File: src/sv/rvod_pkg.sv
package rvod_pkg;

  // cell layout and sizes
  localparam int unsigned CellCount  = 8;
  localparam int unsigned CellW      = 32;
  localparam int unsigned ChanW      = 8;
  localparam int unsigned GreenLsb   = 8;
  localparam int unsigned BlueLsb    = 16;
  localparam int unsigned AlphaLsb   = 24;
  localparam int unsigned WeightW    = ChanW + 1;
  localparam int unsigned ProdW      = ChanW + WeightW;
  localparam int unsigned SumW       = 19;
  localparam int unsigned TotalW     = 12;
  localparam int unsigned AlphaSumW  = 11;
  localparam int unsigned AlphaShift = 3;
  localparam int unsigned QuoW       = ChanW;
  localparam int unsigned RemW       = TotalW + QuoW;

  typedef logic [CellW-1:0] cell_t;

  // one cell after weighting
  typedef struct packed {
    logic [ProdW-1:0]   prod_r;
    logic [ProdW-1:0]   prod_g;
    logic [ProdW-1:0]   prod_b;
    logic [WeightW-1:0] weight;
    logic [ChanW-1:0]   alpha;
    logic               present;
  } lane_t;

  // per-octet totals passed from front to back
  typedef struct packed {
    logic [SumW-1:0]   sum_r;
    logic [SumW-1:0]   sum_g;
    logic [SumW-1:0]   sum_b;
    logic [TotalW-1:0] total_w;
    logic [ChanW-1:0]  alpha;
    logic              present;
  } front_res_t;

  // divider pipeline stage contents
  typedef struct packed {
    logic [RemW-1:0]   rem_r;
    logic [RemW-1:0]   rem_g;
    logic [RemW-1:0]   rem_b;
    logic [QuoW-1:0]   quo_r;
    logic [QuoW-1:0]   quo_g;
    logic [QuoW-1:0]   quo_b;
    logic [TotalW-1:0] total_w;
    logic [ChanW-1:0]  alpha;
    logic              present;
  } div_stage_t;

endpackage

File: src/sv/rvod_front.sv
module rvod_front (
  input  logic                clk_i,
  input  logic                rst_ni,
  input  logic                in_vld_i,
  output logic                in_rdy_o,
  input  rvod_pkg::cell_t     cells_i [rvod_pkg::CellCount],
  output logic                out_vld_o,
  input  logic                out_rdy_i,
  output rvod_pkg::front_res_t out_o
);

  rvod_pkg::lane_t      lane_d [rvod_pkg::CellCount];
  rvod_pkg::lane_t      lane_q [rvod_pkg::CellCount];
  logic                 lane_vld_q;
  rvod_pkg::front_res_t res_d;
  rvod_pkg::front_res_t res_q;
  logic                 res_vld_q;
  logic                 lane_rdy;
  logic                 res_rdy;

  // pipeline handshake
  assign res_rdy  = ~res_vld_q | out_rdy_i;
  assign lane_rdy = ~lane_vld_q | res_rdy;
  assign in_rdy_o = lane_rdy;

  // classify each cell and form its weighted channels
  always_comb begin
    for (int i = 0; i < int'(rvod_pkg::CellCount); i++) begin
      logic [rvod_pkg::ChanW-1:0]   a;
      logic [rvod_pkg::WeightW-1:0] w;
      logic                         pres;
      pres = (cells_i[i] != '0);
      a    = cells_i[i][rvod_pkg::AlphaLsb +: rvod_pkg::ChanW];
      w    = pres ? (rvod_pkg::WeightW'(a) + rvod_pkg::WeightW'(1)) : '0;
      lane_d[i].prod_r  = rvod_pkg::ProdW'(cells_i[i][0 +: rvod_pkg::ChanW])
                          * rvod_pkg::ProdW'(w);
      lane_d[i].prod_g  = rvod_pkg::ProdW'(cells_i[i][rvod_pkg::GreenLsb +: rvod_pkg::ChanW])
                          * rvod_pkg::ProdW'(w);
      lane_d[i].prod_b  = rvod_pkg::ProdW'(cells_i[i][rvod_pkg::BlueLsb +: rvod_pkg::ChanW])
                          * rvod_pkg::ProdW'(w);
      lane_d[i].weight  = w;
      lane_d[i].alpha   = pres ? a : '0;
      lane_d[i].present = pres;
    end
  end

  // accumulate the lanes into octet totals with the alpha floor
  always_comb begin
    logic [rvod_pkg::SumW-1:0]      sr;
    logic [rvod_pkg::SumW-1:0]      sg;
    logic [rvod_pkg::SumW-1:0]      sb;
    logic [rvod_pkg::TotalW-1:0]    tw;
    logic [rvod_pkg::AlphaSumW-1:0] asum;
    logic                           any;
    logic [rvod_pkg::ChanW-1:0]     avg;
    sr   = '0;
    sg   = '0;
    sb   = '0;
    tw   = '0;
    asum = '0;
    any  = 1'b0;
    for (int i = 0; i < int'(rvod_pkg::CellCount); i++) begin
      sr   = sr + rvod_pkg::SumW'(lane_q[i].prod_r);
      sg   = sg + rvod_pkg::SumW'(lane_q[i].prod_g);
      sb   = sb + rvod_pkg::SumW'(lane_q[i].prod_b);
      tw   = tw + rvod_pkg::TotalW'(lane_q[i].weight);
      asum = asum + rvod_pkg::AlphaSumW'(lane_q[i].alpha);
      any  = any | lane_q[i].present;
    end
    avg = rvod_pkg::ChanW'(asum >> rvod_pkg::AlphaShift);
    if (any && (avg == '0)) begin
      avg = rvod_pkg::ChanW'(1);
    end
    res_d.sum_r   = sr;
    res_d.sum_g   = sg;
    res_d.sum_b   = sb;
    res_d.total_w = tw;
    res_d.alpha   = avg;
    res_d.present = any;
  end

  // valid bits
  always_ff @(posedge clk_i or negedge rst_ni) begin
    if (!rst_ni) begin
      lane_vld_q <= 1'b0;
      res_vld_q  <= 1'b0;
    end else begin
      if (lane_rdy) begin
        lane_vld_q <= in_vld_i;
      end
      if (res_rdy) begin
        res_vld_q <= lane_vld_q;
      end
    end
  end

  // payload registers
  always_ff @(posedge clk_i) begin
    if (lane_rdy && in_vld_i) begin
      lane_q <= lane_d;
    end
    if (res_rdy && lane_vld_q) begin
      res_q <= res_d;
    end
  end

  assign out_vld_o = res_vld_q;
  assign out_o     = res_q;

endmodule

File: config.mk
export PLATFORM = sky130hd
export DESIGN_NAME = rvod_front
export DESIGN_NICKNAME = d
export VERILOG_FILES = /design/src/sv/rvod_pkg.sv /design/src/sv/rvod_front.sv
export SDC_FILE = /design/constraint.sdc
export NUM_CORES = 2
export LEC_CHECK = 0
export BUFFER_PORTS_ARGS = -buffer_cell sky130_fd_sc_hd__buf_2
export CAP_MARGIN = 20
export CORE_UTILIZATION = 40
export DETAILED_ROUTE_END_ITERATION = 8
export PLACE_DENSITY = 0.62
export SLEW_MARGIN = 40
export SYNTH_ARGS = -nofsm -noshare
export SYNTH_HDL_FRONTEND = slang
export SYNTH_SLANG_ARGS = --single-unit
File: constraint.sdc
create_clock -name clk_i -period 42.9 [get_ports clk_i]
set_input_delay 8.58 -clock clk_i [delete_from_list [all_inputs] [get_ports clk_i]]
set_output_delay 8.58 -clock clk_i [all_outputs]
set_load 0.03 [all_outputs]
# Word level (Yosys, flattened, before mapping)
# Cells that the tools add are included.
# totals
register_bits	632
in_bits	260
elab_cells	154
# classes
n_addsub	43
multipliers	24
muxes	8
bitwise_logic	11
reduce_logical	12
# ops
cell	count
8-bit by 9-bit multiplier with 17-bit output	24
19-bit by 17-bit adder with 19-bit output	15
32-bit nonzero test	8
8-bit by 1-bit adder with 9-bit output, second input constant	8
9-bit two-way mux	8
18-bit by 17-bit adder with 19-bit output	3
17-bit by 17-bit adder with 18-bit output	3
12-bit by 9-bit adder with 12-bit output	4
11-bit by 8-bit adder with 11-bit output	4
11-bit by 9-bit adder with 12-bit output	1
10-bit by 8-bit adder with 11-bit output	1
10-bit by 9-bit adder with 11-bit output	1
9-bit by 8-bit adder with 10-bit output	1
9-bit by 9-bit adder with 10-bit output	1
8-bit by 8-bit adder with 9-bit output	1
1-bit OR	9
8-bit zero test	1
1-bit logical AND	3
1-bit inverter	2

# Longest topological paths before layout
# depth
word_depth	9
mapped_depth	24

# Least setup slack after synthesis
# No wires, ideal clock.
# synth_path
path_kind	input -> register
start	input out_rdy_i
end	register lane_q[0] (netlist name), enable pin
setup_ns	0.986
arrival_time_ns	21.385
t_required_ns	41.914
path_slack_ns	20.529
stages	2
n_path_buf	0
path_cell_list	nand3b_1 and2_1
# synth_via
elab_chain_len	3
# synth_lines
item	line	source
from (decl)	rvod_front.sv:8	input logic out_rdy_i,
1-bit OR	rvod_front.sv:22	assign res_rdy = ~res_vld_q | out_rdy_i;
1-bit OR	rvod_front.sv:23	assign lane_rdy = ~lane_vld_q | res_rdy;
1-bit logical AND	rvod_front.sv:99	if (lane_rdy && in_vld_i) begin
to (signal assigned)	rvod_front.sv:100	lane_q <= lane_d;
to (decl)	rvod_front.sv:13	rvod_pkg::lane_t lane_q [rvod_pkg::CellCount];
# Every way passes these cells.
# A chain may end at the register's enable or synchronous reset.

# Worst setup path in the final report
# layout_path
start	input out_rdy_i
end	output in_rdy_o
# layout_via
elab_chain_len	2
# layout_lines
item	line	source
1-bit OR	rvod_front.sv:22	
1-bit OR	rvod_front.sv:23	
to (decl)	rvod_front.sv:5	output logic in_rdy_o,
# Every way passes these cells.

==> flow_summary_export.csv <==
group,metric,value,unit
clock_tree,cts_tree,"done",
global_route,global_route.overflow_total,0,
drt,detailedRoute.firstPassIterationCount,6,
sta,max_slew_headroom,39.5,%
sta,tightestPinTransition,0.902,ns
yosys,syn-instance-count,8846,
drt,drt-wirelength-per-cell,22.5,um
clock_tree,clockBufferDepth,3,
sta,period_needed,17.68,ns
critical_path,critPathKind,"input port to output port",
yosys,synth_seq_area_share,21.1,%
place,place_hpwl,228000,um
sta,endpoints_failing_hold,0,
yosys,cell_area_synth,89900,um2
place,numPlacedInstances,12000,
final_layout,n_fill_cell,21100,
clock_tree,cts.sink_count,632,
yosys,synthesis.area_per_instance,10.2,um2
drt,dr_total_vias,63100,
sta,clock-skew-final,0.0364,ns
final_layout,drive_gt1_share,6.74,%
floorplanning,die_extent_in_y,476,um
place,io_buffer_count,339,
global_route,track_usage,24.7,%
sta,grt_setup_unrepaired,"no",
yosys,postSynthRegisterBits,632,
clock_tree,post_cts.repair.setup_buffers,0,
sta,timing.setup.tns,0,ns
global_route,grt_pass1_wl,412000,um
yosys,synth-async-reset-ratio,0.316,%
final_layout,fin_util,44.0,%
floorplanning,initial_core_util,40.3,%
floorplanning,core_region_area,223000,um2
sta,fin_crit_sh,41.2,%
hold_path,worst_min_delay_path_category,"flop to flop",
clock_tree,clk-insertion-delay-late,0.72,ns
critical_path,cp_max_fo,3,
final_layout,finalNetCount,11800,
clock_tree,clock_tree.htree_level_count,3,
drt,drc,0,
floorplanning,i_o_pin_count,340,
drt,drt-vias-per-instance,5.18,
drt,ant_nets,0,
final_layout,multi_input_comb_area,62900,um2
yosys,yosysWarnings,0,
drt,routed_wirelength,274000,um
sta,slew_viol_final,0,
clock_tree,cts.clk_slew.worst_paths,0.06,ns
critical_path,critical_path.startpoint_type,"input port",
yosys,synth_flop_type,"sky130_fd_sc_hd__edfxtp_1",
yosys,synth_edf_count,630,
clock_tree,numCtsBuffers,78,
clock_tree,cts.hold.buffers_added,0,
clock_tree,number_of_gates_resized_after_cts,0,
sta,setup_viol,0,
final_layout,layout-area-overhead-vs-synth,9.16,%
floorplanning,die_x,476,um
sta,hold-worst-slack,0.517,ns
yosys,yosysTopAreaCell,"sky130_fd_sc_hd__fa_1",
final_layout,layout.area.seq,19000,um2
final_layout,post_layout_nonfiller_instances,12200,
drt,initialDrtViolationCount,4656,
floorplanning,rows,173,
status,status,"complete, no violations",
yosys,netlist_top_cells_area,"sky130_fd_sc_hd__fa_1 (31%), sky130_fd_sc_hd__edfxtp_1 (21%), sky130_fd_sc_hd__ha_1 (14%)",
yosys,synth_fp_nets,11500,
sta,max_freq,0.0566,GHz
global_route,via_count_of_the_first_global_routing_pass,65800,
critical_path,cp.required,34.32,ns
critical_path,worst_ep_arrival_time,9.10,ns
critical_path,critPathCaptureType,"output port",
yosys,synth_top_cell_area_share,31.4,%
yosys,yosysUniqueCellTypes,74,
place,gp_congestion,1.05,
flow_run,max-cap-violations,0,
global_route,maximum_number_of_pins_on_one_net_before_global_route_repair,160,
clock_tree,cts.root.buffer_cell,"sky130_fd_sc_hd__clkbuf_16",
floorplanning,fp.dieArea,227000,um2
global_route,initial_antenna_violation_count,62,
==> cells in the mapped netlist, types with 97 or more instances <==
master,n
sky130_fd_sc_hd__xor2_1,97
sky130_fd_sc_hd__o21ai_0,124
sky130_fd_sc_hd__xnor2_1,269
sky130_fd_sc_hd__nand2_1,383
sky130_fd_sc_hd__clkbuf_1,228
sky130_fd_sc_hd__and2_1,1432
sky130_fd_sc_hd__inv_1,1969
sky130_fd_sc_hd__ha_1,983
sky130_fd_sc_hd__nor2_1,230
sky130_fd_sc_hd__edfxtp_1,630
sky130_fd_sc_hd__a21oi_1,235
sky130_fd_sc_hd__fa_1,1410
==> cell families after synthesis <==
family	Yosys count	share of synthesized area [%]
buf+inv	2210	9.23
fa+ha+maj	2393	45.1
mux	6	0.0682
compound gates	744	5.34
xor+xnor	366	3.57
simple gates	2495	15.6
flops	632	21.1
==> cell type report <==
type                    count  area share (%)
diodes                     24          0.0612
clock buffers              87            2.07
clock inverters            56           0.596
inverters                1969            7.53
multi-input cells        6004            64.2
flip-flops and latches    632            19.3
well taps                2975            3.79
repair buffers            420            2.45
==> placed cells by master, fill, tap and decap left out, types with 124 or more instances in the layout <==
| master | count |
|---|---|
| sky130_fd_sc_hd__nor2_1 | 224 |
| sky130_fd_sc_hd__nand2_1 | 383 |
| sky130_fd_sc_hd__xnor2_1 | 237 |
| sky130_fd_sc_hd__o21ai_0 | 124 |
| sky130_fd_sc_hd__ha_1 | 983 |
| sky130_fd_sc_hd__a21oi_1 | 235 |
| sky130_fd_sc_hd__buf_2 | 339 |
| sky130_fd_sc_hd__fa_1 | 1410 |
| sky130_fd_sc_hd__inv_1 | 1969 |
| sky130_fd_sc_hd__and2_1 | 1430 |
| sky130_fd_sc_hd__edfxtp_1 | 630 |
==> metal layers <==
metal | up-vias | routed length [um] | track usage (%)
met5 | - | 492 | 0
met4 | 48 | 16900 | 13.5
met3 | 470 | 21500 | 5.02
met2 | 2024 | 122000 | 38.1
met1 | 32400 | 113000 | 32.5
li1 | 28100 | - | -
==> state kept, by name, summed over array words and instances, names as in the netlist <==
name / flops
lane_q: 552
out_o: 78
lane_vld_q: 1
out_vld_o: 1
==> final timing paths <==
| check | start | to | slack (ns) | depth (start not counted) |
|---|---|---|---|---|
| min reg2reg | lane_vld_q$_DFFE_PN0N_ | out_vld_o$_DFFE_PN0P_ | 0.52 | 1 |
| max in group asynchronous | rst_ni | lane_vld_q$_DFFE_PN0N_ | 35.15 | 1 |
| min | lane_vld_q$_DFFE_PN0N_ | out_vld_o$_DFFE_PN0P_ | 0.52 | 1 |
| max reg2reg | lane_q[115]$_DFFE_PP_ | out_o[57]$_DFFE_PP_ | 37.35 | 14 |
| min in group asynchronous | rst_ni | out_vld_o$_DFFE_PN0P_ | 7.66 | 1 |
| max | out_rdy_i | in_rdy_o | 25.22 | 3 |
==> worst max-delay path, cell delays in order <==
cell and delay, ns:
sky130_fd_sc_hd__buf_2 0.10, sky130_fd_sc_hd__nand3b_1 0.20, sky130_fd_sc_hd__buf_2 0.21
==> per-stage QoR <==
| stage | setup slack (ns) | area, um2 |
|---|---|---|
| 6_report | 25.22 | 98100 |
| 5_1_grt | 25.21 | 98100 |
| 4_1_cts | 25.22 | 98000 |
| 3_5_place_dp | 25.23 | 95300 |
| 3_3_place_gp | 25.22 | 95300 |
| 2_1_floorplan | 20.53 | 89900 |
Power is left out: the tool's default activity adds up to more than one toggle a clock period on the data nets, which glitch-free logic cannot reach.
