--- config.mk ---
export PLATFORM = sky130hd
export DESIGN_NAME = rvod_queue
export DESIGN_NICKNAME = d
export VERILOG_FILES = /design/src/sv/rvod_pkg.sv /design/src/sv/rvod_queue.sv
export SDC_FILE = /design/constraint.sdc
export NUM_CORES = 1
export LEC_CHECK = 0
export BUFFER_PORTS_ARGS = -buffer_cell sky130_fd_sc_hd__buf_2
export CORE_MARGIN = 2
export CORE_UTILIZATION = 25
export CTS_CLUSTER_DIAMETER = 100
export DETAILED_ROUTE_END_ITERATION = 6
export GPL_TIMING_DRIVEN = 0
export PLACE_DENSITY = 0.53
export SLEW_MARGIN = 20
export SYNTH_ARGS = -nofsm -noshare
export SYNTH_HDL_FRONTEND = slang
export SYNTH_SLANG_ARGS = --single-unit
export TNS_END_PERCENT = 30
--- constraint.sdc ---
create_clock -name clk_i -period 13.95 [get_ports clk_i]
set_input_delay 1.395 -clock clk_i [delete_from_list [all_inputs] [get_ports clk_i]]
set_output_delay 1.395 -clock clk_i [all_outputs]
set_load 0.005 [all_outputs]
--- src/sv/rvod_pkg.sv ---
package rvod_pkg;

  // cell layout and sizes
  localparam int unsigned CellCount  = 8;
  localparam int unsigned CellW      = 32;
  localparam int unsigned ChanW      = 8;
  localparam int unsigned GreenLsb   = 8;
  localparam int unsigned BlueLsb    = 16;
  localparam int unsigned AlphaLsb   = 24;
  localparam int unsigned WeightW    = ChanW + 1;
  localparam int unsigned ProdW      = ChanW + WeightW;
  localparam int unsigned SumW       = 19;
  localparam int unsigned TotalW     = 12;
  localparam int unsigned AlphaSumW  = 11;
  localparam int unsigned AlphaShift = 3;
  localparam int unsigned QuoW       = ChanW;
  localparam int unsigned RemW       = TotalW + QuoW;

  typedef logic [CellW-1:0] cell_t;

  // one cell after weighting
  typedef struct packed {
    logic [ProdW-1:0]   prod_r;
    logic [ProdW-1:0]   prod_g;
    logic [ProdW-1:0]   prod_b;
    logic [WeightW-1:0] weight;
    logic [ChanW-1:0]   alpha;
    logic               present;
  } lane_t;

  // per-octet totals passed from front to back
  typedef struct packed {
    logic [SumW-1:0]   sum_r;
    logic [SumW-1:0]   sum_g;
    logic [SumW-1:0]   sum_b;
    logic [TotalW-1:0] total_w;
    logic [ChanW-1:0]  alpha;
    logic              present;
  } front_res_t;

  // divider pipeline stage contents
  typedef struct packed {
    logic [RemW-1:0]   rem_r;
    logic [RemW-1:0]   rem_g;
    logic [RemW-1:0]   rem_b;
    logic [QuoW-1:0]   quo_r;
    logic [QuoW-1:0]   quo_g;
    logic [QuoW-1:0]   quo_b;
    logic [TotalW-1:0] total_w;
    logic [ChanW-1:0]  alpha;
    logic              present;
  } div_stage_t;

endpackage

--- src/sv/rvod_queue.sv ---
module rvod_queue #(
  parameter int unsigned Depth = 2
) (
  input  logic                 clk_i,
  input  logic                 rst_ni,
  input  logic                 push_vld_i,
  output logic                 push_rdy_o,
  input  rvod_pkg::front_res_t push_data_i,
  output logic                 pop_vld_o,
  input  logic                 pop_rdy_i,
  output rvod_pkg::front_res_t pop_data_o
);

  localparam int unsigned PtrW = (Depth > 1) ? $clog2(Depth) : 1;
  localparam int unsigned CntW = $clog2(Depth + 1);

  rvod_pkg::front_res_t mem_q [Depth];
  logic [PtrW-1:0]      wr_ptr_q;
  logic [PtrW-1:0]      rd_ptr_q;
  logic [CntW-1:0]      cnt_q;
  logic                 push;
  logic                 pop;

  assign push_rdy_o = (cnt_q != CntW'(Depth));
  assign pop_vld_o  = (cnt_q != '0);
  assign push       = push_vld_i & push_rdy_o;
  assign pop        = pop_vld_o & pop_rdy_i;
  assign pop_data_o = mem_q[rd_ptr_q];

  // pointers and fill count
  always_ff @(posedge clk_i or negedge rst_ni) begin
    if (!rst_ni) begin
      wr_ptr_q <= '0;
      rd_ptr_q <= '0;
      cnt_q    <= '0;
    end else begin
      if (push) begin
        wr_ptr_q <= (wr_ptr_q == PtrW'(Depth - 1)) ? '0 : wr_ptr_q + PtrW'(1);
      end
      if (pop) begin
        rd_ptr_q <= (rd_ptr_q == PtrW'(Depth - 1)) ? '0 : rd_ptr_q + PtrW'(1);
      end
      if (push && !pop) begin
        cnt_q <= cnt_q + CntW'(1);
      end else if (pop && !push) begin
        cnt_q <= cnt_q - CntW'(1);
      end
    end
  end

  // storage
  always_ff @(posedge clk_i) begin
    if (push) begin
      mem_q[wr_ptr_q] <= push_data_i;
    end
  end

endmodule

# Word-level counts from Yosys, hierarchy flattened

Memories as Yosys holds them, arrays and structs flattened.
Index checks and enable logic that the tools add are counted.

Bits in registers: 4
RAM bits: 156
Input bits: 82
Memories kept: 1

Memories:

| name  | words | bits a word | rd ports | clocked after Yosys merged registers in | wr ports | line             | text |
|---|---|---|---|---|---|---|---|
| mem_q | 2     | 78          | 1        | 0                                       | 1        | rvod_queue.sv:17 | `rvod_pkg::front_res_t mem_q [Depth];` |

$add $sub $neg: 4
Eq/ne operators: 1
Multiplexer cells: 6
Bitwise gates (word level): 2
Reductions and logical operators: 6

Operators by type and width:

| cell                                                                | count |
|---|---|
| 1-bit two-way mux                                                   | 4 |
| 2-bit two-way mux                                                   | 2 |
| 2-bit nonzero test                                                  | 2 |
| 1-bit adder (second input constant)                                 | 2 |
| 2-bit by 1-bit adder with 2-bit output (second input constant)      | 1 |
| 1-bit AND                                                           | 2 |
| 1-bit logical AND                                                   | 2 |
| 1-bit zero test                                                     | 2 |
| 2-bit != test (second input constant)                               | 1 |
| 2-bit by 1-bit subtractor with 2-bit output (second input constant) | 1 |

# Depth between registers and ports, before layout

Gate-level depths: netlist of run 1.

Depth after elaboration: 6
Mapped depth: 7

# Least setup slack after synthesis of run 1

Ideal clock, no wire load.

Kind: input-to-reg
From: input port push_vld_i
To: memory mem_q[0][0] (netlist bit) (enable)
Data arrival time: 4,738 ps
Data required time: 13,435 ps
Path slack: 8,697 ps
Stages: 2
Buffers on the path: 0
Cell sequence: nand2_1 > nor2_1

Word-level cells in the longest chain between the ends: 3

RTL lines:

| what                                    | line             | text |
|---|---|---|
| start, declared                         | rvod_queue.sv:6  | `input logic push_vld_i,` |
| 1-bit AND                               | rvod_queue.sv:26 | `assign push = push_vld_i & push_rdy_o;` |
| 1-bit two-way mux                       | rvod_queue.sv:53 | `if (push) begin` |
| 1-bit two-way mux (implied by the code) | rvod_queue.sv:54 | `mem_q[wr_ptr_q] <= push_data_i;` |
| end, declared                           | rvod_queue.sv:17 |  |

No other way between the ends.

==> results.md, run 1 <==
Outcome:
- The run finished with clean final reports.

Timing:
- The worst max-slew margin expressed relative to the limit is 0.622.
- Setup violations remaining at the end of the flow were counted as 0.
- At the pin with the least slew margin, the transition time is 0.567 ns.
- Setup repair after global routing left no endpoint under its margin.
- After layout, the minimum clock period comes to ~3.1 ns.
- The setup skew after layout is between 0.006 and 0.007 ns.
- The total count of max-transition violations in the final report is 0.
- In the finished design, the share of the clock period the worst path needs comes to 0.222.
- Timing would allow up to ~320 MHz.
- Hold timing on the final database bottoms out at a slack of 0.523 ns.
- The final hold violation count was 0.
- The setup TNS after final layout is 0 ns.

Power:
- The power density relative to cell area is 205 mW/mm2.
- The proportion of power drawn by combinational gates is 0.285.
- The static leakage power is about 0.0029 uW.
- The internal power of the cells totals 1150 uW.
- Of the total power, the share spent switching nets is 0.273.
- The part of the power in registers is 0.431.
- The power dissipated by switching net loads is 432 uW.
- The completed layout was analyzed and its total power is 1580 uW.
- The share of total power dissipated in the clock network is 0.284.
- IR analysis of the VDD net gives a maximum drop of between 0.0001 and 0.00015 V.

Yosys:
- The number of storage elements in the synthesis netlist is 160.
- The multiplexer fraction of the synthesized cell area is 0.156.
- The fraction of the mapped netlist area in compound gates is 0.
- The synthesized-area fraction occupied by adder cells is 0.00214.
- The number of different library cells used by synthesis comes to 15.
- sky130_fd_sc_hd__edfxtp_1 is the most common cell in the netlist.
- The mean post-synth cell area is 22.4 um2.
- The number of nets in the synthesized netlist is around 340.
- In the synthesized netlist the async set-or-reset flop fraction comes to 0.0250.
- The largest area contributor in the synthesized netlist is sky130_fd_sc_hd__edfxtp_1.
- The most instantiated flip-flop cell in the synthesis netlist is sky130_fd_sc_hd__edfxtp_1.
- By area the synthesized netlist is led by sky130_fd_sc_hd__edfxtp_1 80%, sky130_fd_sc_hd__mux2_2 13%, sky130_fd_sc_hd__mux2_4 2.6%.
- After synthesis, the largest family of logic cells by area is multiplexers.
- Of the total synthesized cell area, the portion taken by AND, OR, NAND and NOR gates is 0.00577.
- The number of synthesized flops with an enable pin is 156.
- The proportion of synthesized chip area in sequential cells is 0.817.
- In this run the cell area of the synthesized design comes to 0.00586 mm2.
- The xor-xnor portion of the synthesized cell area is 0.00748.
- In the synthesized netlist, the cells that appear most often are 156 x sky130_fd_sc_hd__edfxtp_1, 68 x sky130_fd_sc_hd__mux2_2, 10 x sky130_fd_sc_hd__mux2_4.
- Counting every instance in the synthesized netlist gives 261.
- For this run, the number of Yosys warnings is 0.
- The share of the synthesized area in the top cell type is 0.800.

Final layout:
- The area growth from synthesis to layout is 32.0%.
- After the flow finishes, the layout carries non-filler instances totaling 776.
- Registers take 0.00478 mm2.
- The final standard cell utilization of the core is 0.333.
- The filler cells instantiated in the layout total approximately 2300.
- The final net count is approximately 530.
- The number of inserted diodes is 0.
- The share of layout cells above drive strength 1 is 0.619.
- The area taken by multi-input logic gates is 0.00102 mm2.

Clocking:
- The tree built by TritonCTS fans out to 160 sinks.
- The CTS tree is built.
- The quantity of gates resized following cts is 0.
- The cell sitting at the root of the clock tree is a sky130_fd_sc_hd__clkbuf_16.
- The number of setup buffers added after CTS is 0.
- The number of hold buffers added after CTS was 0.
- The clock reaches the later pin of the worst-skew pair after 0.42 ns.
- The deepest level of the CTS H-tree is 4.
- After clock tree synthesis, the clock-pin slew on the worst setup and hold paths is approximately 0.06 ns.
- The maximum number of buffers from clock root to sink is 2.
- Buffers inserted during clock tree synthesis total 17.

Place:
- At the end of routability-driven placement, the weighted congestion stood at 0.664.
- After legalization and detailed placement, the total HPWL measured between 7000 and 8000 um.
- The number of placed instances, taps included, is between 700 and 800.
- The count of input and output buffers is 161.

Routing:
- The average routed wire per standard cell is roughly 15 um.
- The count of routing violations after the opening detailed-route iteration is 120.
- In the routed design, unresolved DRC markers number 0.
- Summed over all layers, the routed wires come to roughly 12000 um.
- The count of nets left with antenna violations once routing finished came out at 0.
- The pre-antenna-repair detailed-routing pass consisted of 4 iterations.
- The total via count in the routed design is between 3000 and 4000.
- In the routed layout, each cell is associated on average with a via count of between 3 and 4.

Critical path:
- In this run the critical register-to-register path is launched from cnt_q[0]$_DFFE_PN0P_.
- The critical path class is reg2out.
- The worst-case reg-to-reg path depth is 5.
- The critical path starts at rd_ptr_q$_DFFE_PN0P_.
- The critical path ends at pop_data_o[47].
- STA puts the critical path data required time at around 13 ns.
- The setup slack on the worst flop-to-flop path is 12.08 ns.
- The worst setup path is captured at an output port.
- The data arrival at the endpoint of the critical path is 1.70 ns.
- The maximum fanout along the worst path is 10.
- The worst setup path is launched from a flip-flop.
- The endpoint identified for the worst register-to-register timing path is mem_q[0][46]$_DFFE_PP_.

Floorplanning:
- The die is approximately 160 um tall.
- The floorplan has 56 rows.
- The region available for standard cell placement spans ~0.023 mm2.
- approximately 160 I/O pins were placed.
- The initial core utilization is 0.252.
- In this run the horizontal extent of the chip is 157 um.
- The die covers 0.0247 mm2.

GRT:
- The initial antenna violation count is 0.
- Entering global routing, the biggest net connects 45 pins.
- The via count of the first global-routing pass is 3170.
- For this run, the total global-route usage over all layers was measured as 0.0919.
- The first global-routing pass estimated about 17000 um of wire.
- The total congestion overflow is 0.

Flow run:
- The tool flagged a number of max-cap violations equal to 0.

Worst hold path:
- The type of the most critical hold path is reg2reg.
power groups by stage:
stage	combinational [uW]	sequential, uW	clock, uW
floorplan	262	695	0
global placement	431	706	0
detailed placement	462	693	0
CTS	466	683	468
global route	494	690	489
finish	451	682	450
registers in the layout, indices dropped and copies added, names as in the netlist:
| signal | count |
|---|---|
| wr_ptr_q | 1 |
| mem_q | 156 |
| rd_ptr_q | 1 |
| cnt_q | 2 |
worst min path at each step:
stage / start / to / depth (start not counted)
2_1_floorplan: cnt_q[1]$_DFFE_PN0P_ / cnt_q[1]$_DFFE_PN0P_ / 1
3_3_place_gp: wr_ptr_q$_DFFE_PN0P_ / wr_ptr_q$_DFFE_PN0P_ / 1
3_5_place_dp: cnt_q[1]$_DFFE_PN0P_ / cnt_q[1]$_DFFE_PN0P_ / 1
4_1_cts: cnt_q[1]$_DFFE_PN0P_ / cnt_q[1]$_DFFE_PN0P_ / 1
5_1_grt: cnt_q[1]$_DFFE_PN0P_ / cnt_q[1]$_DFFE_PN0P_ / 1
6_report: cnt_q[1]$_DFFE_PN0P_ / cnt_q[1]$_DFFE_PN0P_ / 1
layer usage:
metal / global-route usage / vias to the layer above / share of wire
li1: - / 1396 / -
met5: 0 / - / 0
met1: 0.103 / 1498 / 0.42
met4: 0.0338 / 0 / 0.011
met2: 0.156 / 101 / 0.50
met3: 0.0385 / 9 / 0.067
critical path, cell delays in order, from the launching register on:
cell and delay, ns:
sky130_fd_sc_hd__dfrtp_1 0.34, sky130_fd_sc_hd__buf_6 0.15, sky130_fd_sc_hd__buf_6 0.17, sky130_fd_sc_hd__buf_6 0.19, sky130_fd_sc_hd__mux2_4 0.31, sky130_fd_sc_hd__buf_2 0.13
cells by family (layout without fill, tap and decap cells):
family,count (synthesis),count (layout)
xor+xnor,5,5
fa+ha+maj,1,1
buf+inv,10,206
mux,78,78
flops,160,160
simple gates,7,7
cells in the final DEF, fill, tap and decap left out:
cell and n:
sky130_fd_sc_hd__buf_2 167, sky130_fd_sc_hd__edfxtp_1 156, sky130_fd_sc_hd__mux2_2 68, sky130_fd_sc_hd__clkbuf_16 17
sky130_fd_sc_hd__mux2_4 10, sky130_fd_sc_hd__dfrtp_1 4, sky130_fd_sc_hd__buf_6 3, sky130_fd_sc_hd__xnor2_1 3
sky130_fd_sc_hd__clkinv_1 3, sky130_fd_sc_hd__inv_6 3, sky130_fd_sc_hd__clkinvlp_4 3, sky130_fd_sc_hd__nand2_1 2
sky130_fd_sc_hd__xor2_1 2, sky130_fd_sc_hd__clkinv_2 2, sky130_fd_sc_hd__bufinv_16 2, sky130_fd_sc_hd__buf_12 2
sky130_fd_sc_hd__buf_16 2, sky130_fd_sc_hd__nand2b_1 1, sky130_fd_sc_hd__inv_1 1, sky130_fd_sc_hd__or2_2 1
sky130_fd_sc_hd__and3_4 1, sky130_fd_sc_hd__nor2_4 1, sky130_fd_sc_hd__nor2_1 1, sky130_fd_sc_hd__ha_1 1
sky130_fd_sc_hd__clkinv_4 1
through the flow:
stage / instance area (um2) / worst slack [ns]
final: 7730 / 10.85
after global routing: 7730 / 10.74
after CTS: 7730 / 10.78
after detailed placement: 7170 / 11.16
after global placement: 7060 / 6.73
after floorplan: 5860 / 8.70
cell type report:
type | instances | area share
Buffer | 9 | 0.00825
Clock buffer | 17 | 0.0550
Clock inverter | 14 | 0.0180
Inverter | 1 | 0.000485
Multi-Input combinational cell | 91 | 0.132
Sequential cell | 160 | 0.619
Tap cell | 319 | 0.0516
Timing Repair Buffer | 165 | 0.116
Note: power is estimated with default switching activity, not from simulation.
==> run 2, diff against run 1 <==
- PLACE_DENSITY: 0.53 -> 0.55
- clock period: 13.95 -> 2.49 ns (I/O delays scaled with it)
==> run 2 against run 1 <==
Effect of this change: sequential power increased to 5.6 times the previous value; global-route usage increased by 0.35 points; clock skew increased by 0.0025 ns; critical path depth unchanged; non-clock buffer count increased by 27; largest cell class unchanged; highest routed layer unchanged.
==> results.md, run 2 (synthesized netlist as in run 1, its figures left out) <==
Floorplanning:
- The die span in y came to 157 um (unchanged).
- The number of placement rows came to 56 (unchanged).
- The number of placed I/O pins came to 162 (unchanged).
- The floorplan die width is 157 um (unchanged).
- The initial core utilization is 0.252 (unchanged).
- The floorplan die area is 0.0247 mm2 (unchanged).
- The area of the core is 0.0233 mm2 (unchanged).

Clocking:
- The clock transition time at the flip-flop clock pins of the worst setup and hold paths came to 0.06 ns (about the same).
- The deepest level of the CTS H-tree is 4 (unchanged).
- The quantity of gates resized following cts came to 0 (unchanged).
- The CTS tree is built.
- The CTS buffer count was 17 (unchanged).
- The number of setup buffers added after CTS is 0 (unchanged).
- The maximum number of buffers from clock root to sink was 2 (unchanged).
- The root buffer cell is sky130_fd_sc_hd__clkbuf_16.
- The source-to-sink clock delay at the later pin of the worst-skew pair is 0.41 ns (about the same).
- The number of clock sinks is 160 (unchanged).

Place:
- The detailed-placement wirelength estimate came to 7890 um (+2.0%).
- The area of placed instances is 0.00718 mm2 (+0.10%).
- The placer congestion estimate was 0.672 (+1.3%).
- The count of input and output buffers came to 161 (unchanged).
- The placement-stage worst setup slack is 0.630 ns (-10.53 ns).

Final layout:
- The number of flip-flops under the largest register name is 156 (unchanged).
- The final net count is 555 (+5.1%).
- The sequential standard cell area is 0.00478 mm2 (unchanged).
- The area taken by multi-input logic gates is 0.00102 mm2 (unchanged).
- Leaving out fill and tap cells, the most frequent cell in the layout is sky130_fd_sc_hd__buf_2.
- The total non-filler cell area in the finished layout is 0.00807 mm2 (+4.3%).
- The number of inserted diodes was 0 (unchanged).
- The largest registers in the layout are mem_q x156, cnt_q x2.
- The area growth from synthesis to layout is 37.7%.
- The fill cell total of the finished layout is 2248 (-2.6%).
- Leaving out fill and tap cells, the most frequent cells in the layout are 167 x sky130_fd_sc_hd__buf_2, 156 x sky130_fd_sc_hd__edfxtp_1, 68 x sky130_fd_sc_hd__mux2_2, 27 x sky130_fd_sc_hd__dlygate4sd3_1, 17 x sky130_fd_sc_hd__clkbuf_16.
- The register with the most flip-flops in the final layout is mem_q.
- The share of layout cells above drive strength 1 came to 0.584 (-0.0358).

Timing:
- The total count of max-transition violations in the final report is 0 (unchanged).
- After layout, the minimum clock period comes to ~1.9 ns.
- The final cycle utilization of the critical path is 0.778.
- The final count of negative-setup-slack endpoints is 0 (unchanged).
- The achievable clock frequency is a little over 500 MHz.
- The final hold violation count is 0 (unchanged).
- The setup skew after layout is 0.00851 ns (+0.00248 ns).
- The worst max-slew margin expressed relative to the limit is 0.613 (-0.00859).
- The slack of the critical path is 0.552 ns (-10.30 ns).
- Setup repair after global routing left no endpoint under its margin.
- The setup TNS after final layout is 0 ns (unchanged).
- The transition time of the tightest slew-check pin is 0.579 ns (+0.0115 ns).

Critical path:
- The worst-case reg-to-reg path depth is 4 (-1).
- The cell that appears most often on the critical path is sky130_fd_sc_hd__buf_6.
- The setup slack on the worst flop-to-flop path is 0.68 ns (-11.40 ns).
- The worst setup path is launched from a flip-flop.
- The worst setup path is captured at an output port.
- The required arrival time at the worst endpoint is 2.24 ns (-10.32 ns).
- The worst register-to-register path ends at mem_q[0][13]$_DFFE_PP_.
- The worst register-to-register path begins at cnt_q[0]$_DFFE_PN0P_.
- The maximum fanout along the worst path is 10 (unchanged).
- Walking the worst path, the cells encountered are buf_6 > buf_6 > buf_6 > mux2_4 > buf_2.
- The data arrival at the endpoint of the critical path is 1.69 ns (about the same).
- The critical path in this run is classified as reg2out.
- The peak per-stage delay on the critical path is 0.34 ns (about the same).
- The slowest library cell on the worst path is sky130_fd_sc_hd__dfrtp_1.

GRT:
- The total congestion overflow is 0 (unchanged).
- The via count of the first global-routing pass is 3328 (+5.0%).
- The maximum number of pins on one net before global-route repair was 48 (+6.7%).
- The combined global-route utilization of all metal layers is 0.0954 (+0.00350).
- The global-route wire length before repair is 17400 um (+3.8%).
- The initial antenna violation count is 0 (unchanged).

Routing:
- The mean number of vias per cell came to 3.83 (-1.1%).
- The total detailed-routing wirelength is 11800 um (+2.0%).
- The count of routing violations after the opening detailed-route iteration is 127 (+5.8%).
- The length of the first detailed-routing pass in iterations is 4 (unchanged).
- The residual antenna-violating net count after detailed routing is 0 (unchanged).
- The DRC violations left is 0 (unchanged).
- The average routed wire per standard cell is 14.7 um (-1.6%).
- The total via count in the routed design is 3077 (+2.4%).

Worst hold path:
- The type of the most critical hold path is in2reg.
- The cell depth of the worst min-delay path is 1 (unchanged).
- The startpoint identified for the worst hold timing path is push_data_i[28].
- The worst-case hold path end point is mem_q[1][28]$_DFFE_PP_.

Power:
- The largest vdd supply drop is 0.000424 V (+270%).
- The static leakage power is 0.00301 uW (+4.8%).
- The power density relative to cell area was 1130 mW/mm2 (+450%).
- The post-layout total power is 9090 uW (+470%).

Flow run:
- The count of maximum capacitance violations was 0 (unchanged).

Outcome:
- The flow ran to the end, and the final reports show no timing, DRC or antenna violations.
## run 2: cell count changes in the layout (fill, tap and decap cells not counted), sizes merged
cell         change
bufinv           +2
inv              -1
clkinv           -1
clkbuf           +1
dlygate4sd3     +27
## run 2: final cells by class
type / count / area share
Multi-Input combinational cell: 91 / 0.126
Clock buffer: 18 / 0.0532
Clock inverter: 14 / 0.0234
Sequential cell: 160 / 0.593
Buffer: 9 / 0.00791
Inverter: 1 / 0.000465
Tap cell: 319 / 0.0495
Timing Repair Buffer: 192 / 0.146
## run 2: critical path: cells and delay by family (launching register included)
family   cells  cell delay (ns)
flops        1             0.34
buf+inv      4             0.63
mux          1             0.32
## run 2: per-layer routing
metal  track usage  wire (um)  up-vias
li1              -          -     1458
met1         0.102       4840     1500
met2         0.171       6040      110
met3        0.0380        814        9
met4        0.0329        131        0
met5             0          0        -
## run 2: worst max-delay path by stage
stage          cells past startpoint  slack [ns]                     end                  from
6_report                           5        0.55          pop_data_o[41]  rd_ptr_q$_DFFE_PN0P_
5_1_grt                            4        0.44          pop_data_o[18]  rd_ptr_q$_DFFE_PN0P_
4_1_cts                            5        0.48          pop_data_o[39]  rd_ptr_q$_DFFE_PN0P_
3_5_place_dp                       4        0.63  mem_q[0][12]$_DFFE_PP_  cnt_q[0]$_DFFE_PN0P_
3_3_place_gp                       2       -1.51  mem_q[1][46]$_DFFE_PP_  cnt_q[0]$_DFFE_PN0P_
2_1_floorplan                      2       -0.38   mem_q[1][0]$_DFFE_PP_  cnt_q[0]$_DFFE_PN0P_
## run 2: where the power goes
| group | switching [uW] | internal, uW |
|---|---|---|
| Combinational | 1240 | 1330 |
| Sequential | 139 | 3680 |
| Clock | 1030 | 1680 |
## run 2: timing repair
item	4_1_cts	5_1_grt
endpoints found under the hold margin	23	28
setup endpoints to repair	0	0
hold buffers	12	15
## run 2: through the flow
stage / hold WS [ns] / util / std cells
6_report: 0.0227 / 0.347 / 804
5_1_grt: 0.000153 / 0.347 / 804
4_1_cts: 0.000448 / 0.340 / 789
3_5_place_dp: 0.0629 / 0.309 / 745
3_3_place_gp: 0.0561 / 0.304 / 741
2_1_floorplan: -0.0466 / - / 261
==> run 3, diff against run 2 <==
- clock period: 2.49 -> 1.6 ns (I/O delays scaled with it)
==> run 3 against run 2 <==
Effect of this change: the run now ends with setup timing left; via count up 9.8%; clock power rose by 52%; first-iteration DRC count fell by 11%.
==> results.md, run 3 (synthesized netlist as in run 1, its figures left out) <==
Final layout:
- The area growth from synthesis to layout is 55.9%.
- The largest registers in the layout are mem_q x156, cnt_q x2.
- The share of layout cells above drive strength 1 came to 0.546 (-0.0374).
- The library cells used most frequently in the layout, excluding fill and tap cells, are 156 x sky130_fd_sc_hd__edfxtp_1, 134 x sky130_fd_sc_hd__buf_2, 79 x sky130_fd_sc_hd__dlygate4sd3_1, 62 x sky130_fd_sc_hd__mux2_2, 27 x sky130_fd_sc_hd__buf_6.
- The final standard cell utilization of the core is 0.393 (+0.0458).
- More flip-flops sit in one register than any other, and that register is mem_q.
- The commonest non-fill, non-tap cell in the layout is sky130_fd_sc_hd__edfxtp_1.
- The sequential standard cell area is 0.00478 mm2 (unchanged).
- The final net count came to 623 (+12%).
- The area taken by multi-input logic gates came to 0.00106 mm2 (+4.4%).
- The fill cell total of the finished layout is 2176 (-3.2%).
- The total non-filler cell area in the finished layout is 0.00913 mm2 (+13%).
- The number of flip-flops under the largest register name is 156 (unchanged).

Timing:
- The final cycle utilization of the critical path is 1.13.
- The final hold violation count is 0 (unchanged).
- Derived from the worst setup path, the maximum achievable clock frequency is ~560 MHz.
- The total count of max-transition violations in the final report came to 0 (unchanged).
- The setup skew after layout is 0.00795 ns (-0.000561 ns).
- The transition time of the tightest slew-check pin is 0.496 ns (-0.0831 ns).
- The worst max-slew margin expressed relative to the limit came to 0.669 (+0.0563).
- After layout, the minimum clock period comes to between 1.5 and 2 ns.
- The slack of the critical path came to -0.201 ns (-0.753 ns).
- Setup repair after global routing could not meet its margin everywhere.
- The final count of negative-setup-slack endpoints came to 78 (+78).

Worst hold path:
- The type of the most critical hold path is in2reg.
- The cell depth of the worst min-delay path is 3 (+2).
- The start point of the worst hold path is pop_rdy_i.
- The path with the worst hold slack has its endpoint at rd_ptr_q$_DFFE_PN0P_.

GRT:
- The combined global-route utilization of all metal layers is 0.104 (+0.00819).
- The global-route wire length before repair is 18900 um (+8.7%).
- The total congestion overflow is 0 (unchanged).
- The via count of the first global-routing pass is 3657 (+9.9%).
- The maximum number of pins on one net before global-route repair is 42 (-13%).
- The initial antenna violation count came to 1 (+1).

Floorplanning:
- The floorplan die width is 157 um (unchanged).
- The floorplan die area is 0.0247 mm2 (unchanged).
- The number of placed I/O pins is 162 (unchanged).
- The number of placement rows is 56 (unchanged).
- The die span in y is 157 um (unchanged).
- The area of the core came to 0.0233 mm2 (unchanged).
- The initial core utilization was 0.252 (unchanged).

Routing:
- The DRC violations left is 0 (unchanged).
- The total via count in the routed design was 3380 (+9.8%).
- The mean number of vias per cell is 3.87 (+1.2%).
- The length of the first detailed-routing pass in iterations came to 4 (unchanged).
- The average routed wire per standard cell is 14.8 um (+0.82%).
- The residual antenna-violating net count after detailed routing is 0 (unchanged).
- The count of routing violations after the opening detailed-route iteration was 113 (-11%).
- The total detailed-routing wirelength was 13000 um (+9.5%).

Clocking:
- The CTS buffer count is 17 (unchanged).
- The deepest level of the CTS H-tree is 4 (unchanged).
- The number of clock sinks is 160 (unchanged).
- The maximum number of buffers from clock root to sink came to 2 (unchanged).
- The CTS tree is built.
- The clock transition time at the flip-flop clock pins of the worst setup and hold paths is 0.06 ns (about the same).
- The source-to-sink clock delay at the later pin of the worst-skew pair is 0.42 ns (about the same).
- The root buffer cell is sky130_fd_sc_hd__clkbuf_16.

Critical path:
- The setup slack on the worst flop-to-flop path is 0.07 ns (-0.61 ns).
- The data arrival at the endpoint of the critical path is 1.64 ns (-0.05 ns).
- The worst register-to-register path ends at cnt_q[1]$_DFFE_PN0P_.
- Counting stages on the worst path, the most repeated cell is sky130_fd_sc_hd__buf_12.
- STA classifies the critical path startpoint as a flip-flop.
- The required arrival time at the worst endpoint is 1.44 ns (-0.80 ns).
- The worst-case reg-to-reg path depth was 6 (+2).
- The critical register-to-register path startpoint is cnt_q[0]$_DFFE_PN0P_.
- The maximum fanout along the worst path came to 10 (unchanged).
- The signal on the critical path passes through buf_12 > buf_12 > buf_12 > mux2_2 > buf_2.
- The slowest library cell on the worst path is sky130_fd_sc_hd__dfrtp_1.
- The peak per-stage delay on the critical path is 0.37 ns (+0.03 ns).
- The endpoint class of the critical path is an output port.
- The critical path class is reg2out.

Power:
- The internal power of the cells is 11500 uW (+73%).
- The part of the power in registers is 0.381 (-0.039).
- The static leakage power is 0.00349 uW (+16%).
- The proportion of total power due to net switching was 0.263 (-0.00117).
- The power dissipated by switching net loads was 4130 uW (+72%).
- The largest vdd supply drop is 0.000880 V (+110%).
- The fraction of power consumed by the clock network was 0.261 (-0.036).
- The power density relative to cell area is 1720 mW/mm2 (+52%).
- The proportion of power drawn by combinational gates was 0.358 (+0.075).

Place:
- The detailed-placement wirelength estimate is 8280 um (+4.9%).
- The count of input and output buffers is 161 (unchanged).
- The placer congestion estimate was 0.648 (-3.5%).
- The area of placed instances is 0.00723 mm2 (+0.70%).

Outcome:
- The final reports fail on setup timing.
- The flow ran to the end, but the final reports show violations.

Flow run:
- The count of maximum capacitance violations came to 0 (unchanged).
run 3: what timing repair did:
action,in CTS,in global routing
gates resized for setup,48,18
endpoints found under the hold margin,160,0
buffers inserted,7,4
pin swaps,2,1
endpoints found under the setup margin,190,150
cloned,3,2
hold buffers,79,0
run 3: power by group through the flow:
stage                     Combinational (uW)  Sequential [uW]  Clock (uW)
after global routing                    6050             6040        4440
after floorplan                         2320             6000           0
after global placement                  3860             6060           0
after CTS                               5390             5970        4260
final                                   5610             5970        4100
after detailed placement                4200             6050           0
run 3: area by class of cell:
type                            instances  share of cell area
Tap cell                              319              0.0437
Buffer                                  8              0.0175
Antenna cell                            1            0.000274
Sequential cell                       160               0.524
Clock inverter                         13              0.0177
Multi-Input combinational cell         92               0.116
Timing Repair Buffer                  260               0.233
Inverter                                1            0.000411
Clock buffer                           19              0.0474
run 3: worst max-delay path by stage:
stage | cells past startpoint | endpoint | startpoint | slack (ns)
2_1_floorplan | 3 | mem_q[0][0]$_DFFE_PP_ | cnt_q[0]$_DFFE_PN0P_ | -0.58
3_3_place_gp | 3 | mem_q[0][38]$_DFFE_PP_ | cnt_q[0]$_DFFE_PN0P_ | -1.35
3_5_place_dp | 3 | mem_q[1][44]$_DFFE_PP_ | cnt_q[0]$_DFFE_PN0P_ | -0.27
4_1_cts | 5 | pop_data_o[5] | rd_ptr_q$_DFFE_PN0P_ | -0.23
5_1_grt | 5 | pop_data_o[6] | rd_ptr_q$_DFFE_PN0P_ | -0.27
6_report | 5 | pop_data_o[66] | rd_ptr_q$_DFFE_PN0P_ | -0.20
run 3: worst max-delay path: cells and delay by family (launching register included):
family                 cells  cell delay (ns)
flip-flops                 1             0.37
buffers and inverters      4             0.52
multiplexers               1             0.34
run 3: per-layer routing:
layer | wire length, um | GRT usage | part of all wire | vias to the layer above
met5 | 0 | 0 | 0 | -
met4 | 155 | 0.0381 | 0.012 | 0
met3 | 583 | 0.0352 | 0.045 | 9
met2 | 6860 | 0.188 | 0.53 | 94
met1 | 5350 | 0.112 | 0.41 | 1682
li1 | - | - | - | 1595
run 3: stage by stage:
step / setup slack, ns / cells / hold slack, ns / setup TNS (ns) / power [uW]
2_1_floorplan: -0.583 / 261 / -0.136 / -76.90 / 8320
3_3_place_gp: -1.35 / 741 / -0.0313 / -182.91 / 9920
3_5_place_dp: -0.273 / 746 / -0.0246 / -15.55 / 10200
4_1_cts: -0.233 / 867 / 0.0187 / -21.41 / 15600
5_1_grt: -0.271 / 873 / 0.0286 / -19.36 / 16500
6_report: -0.201 / 873 / 0.0408 / -13.78 / 15700
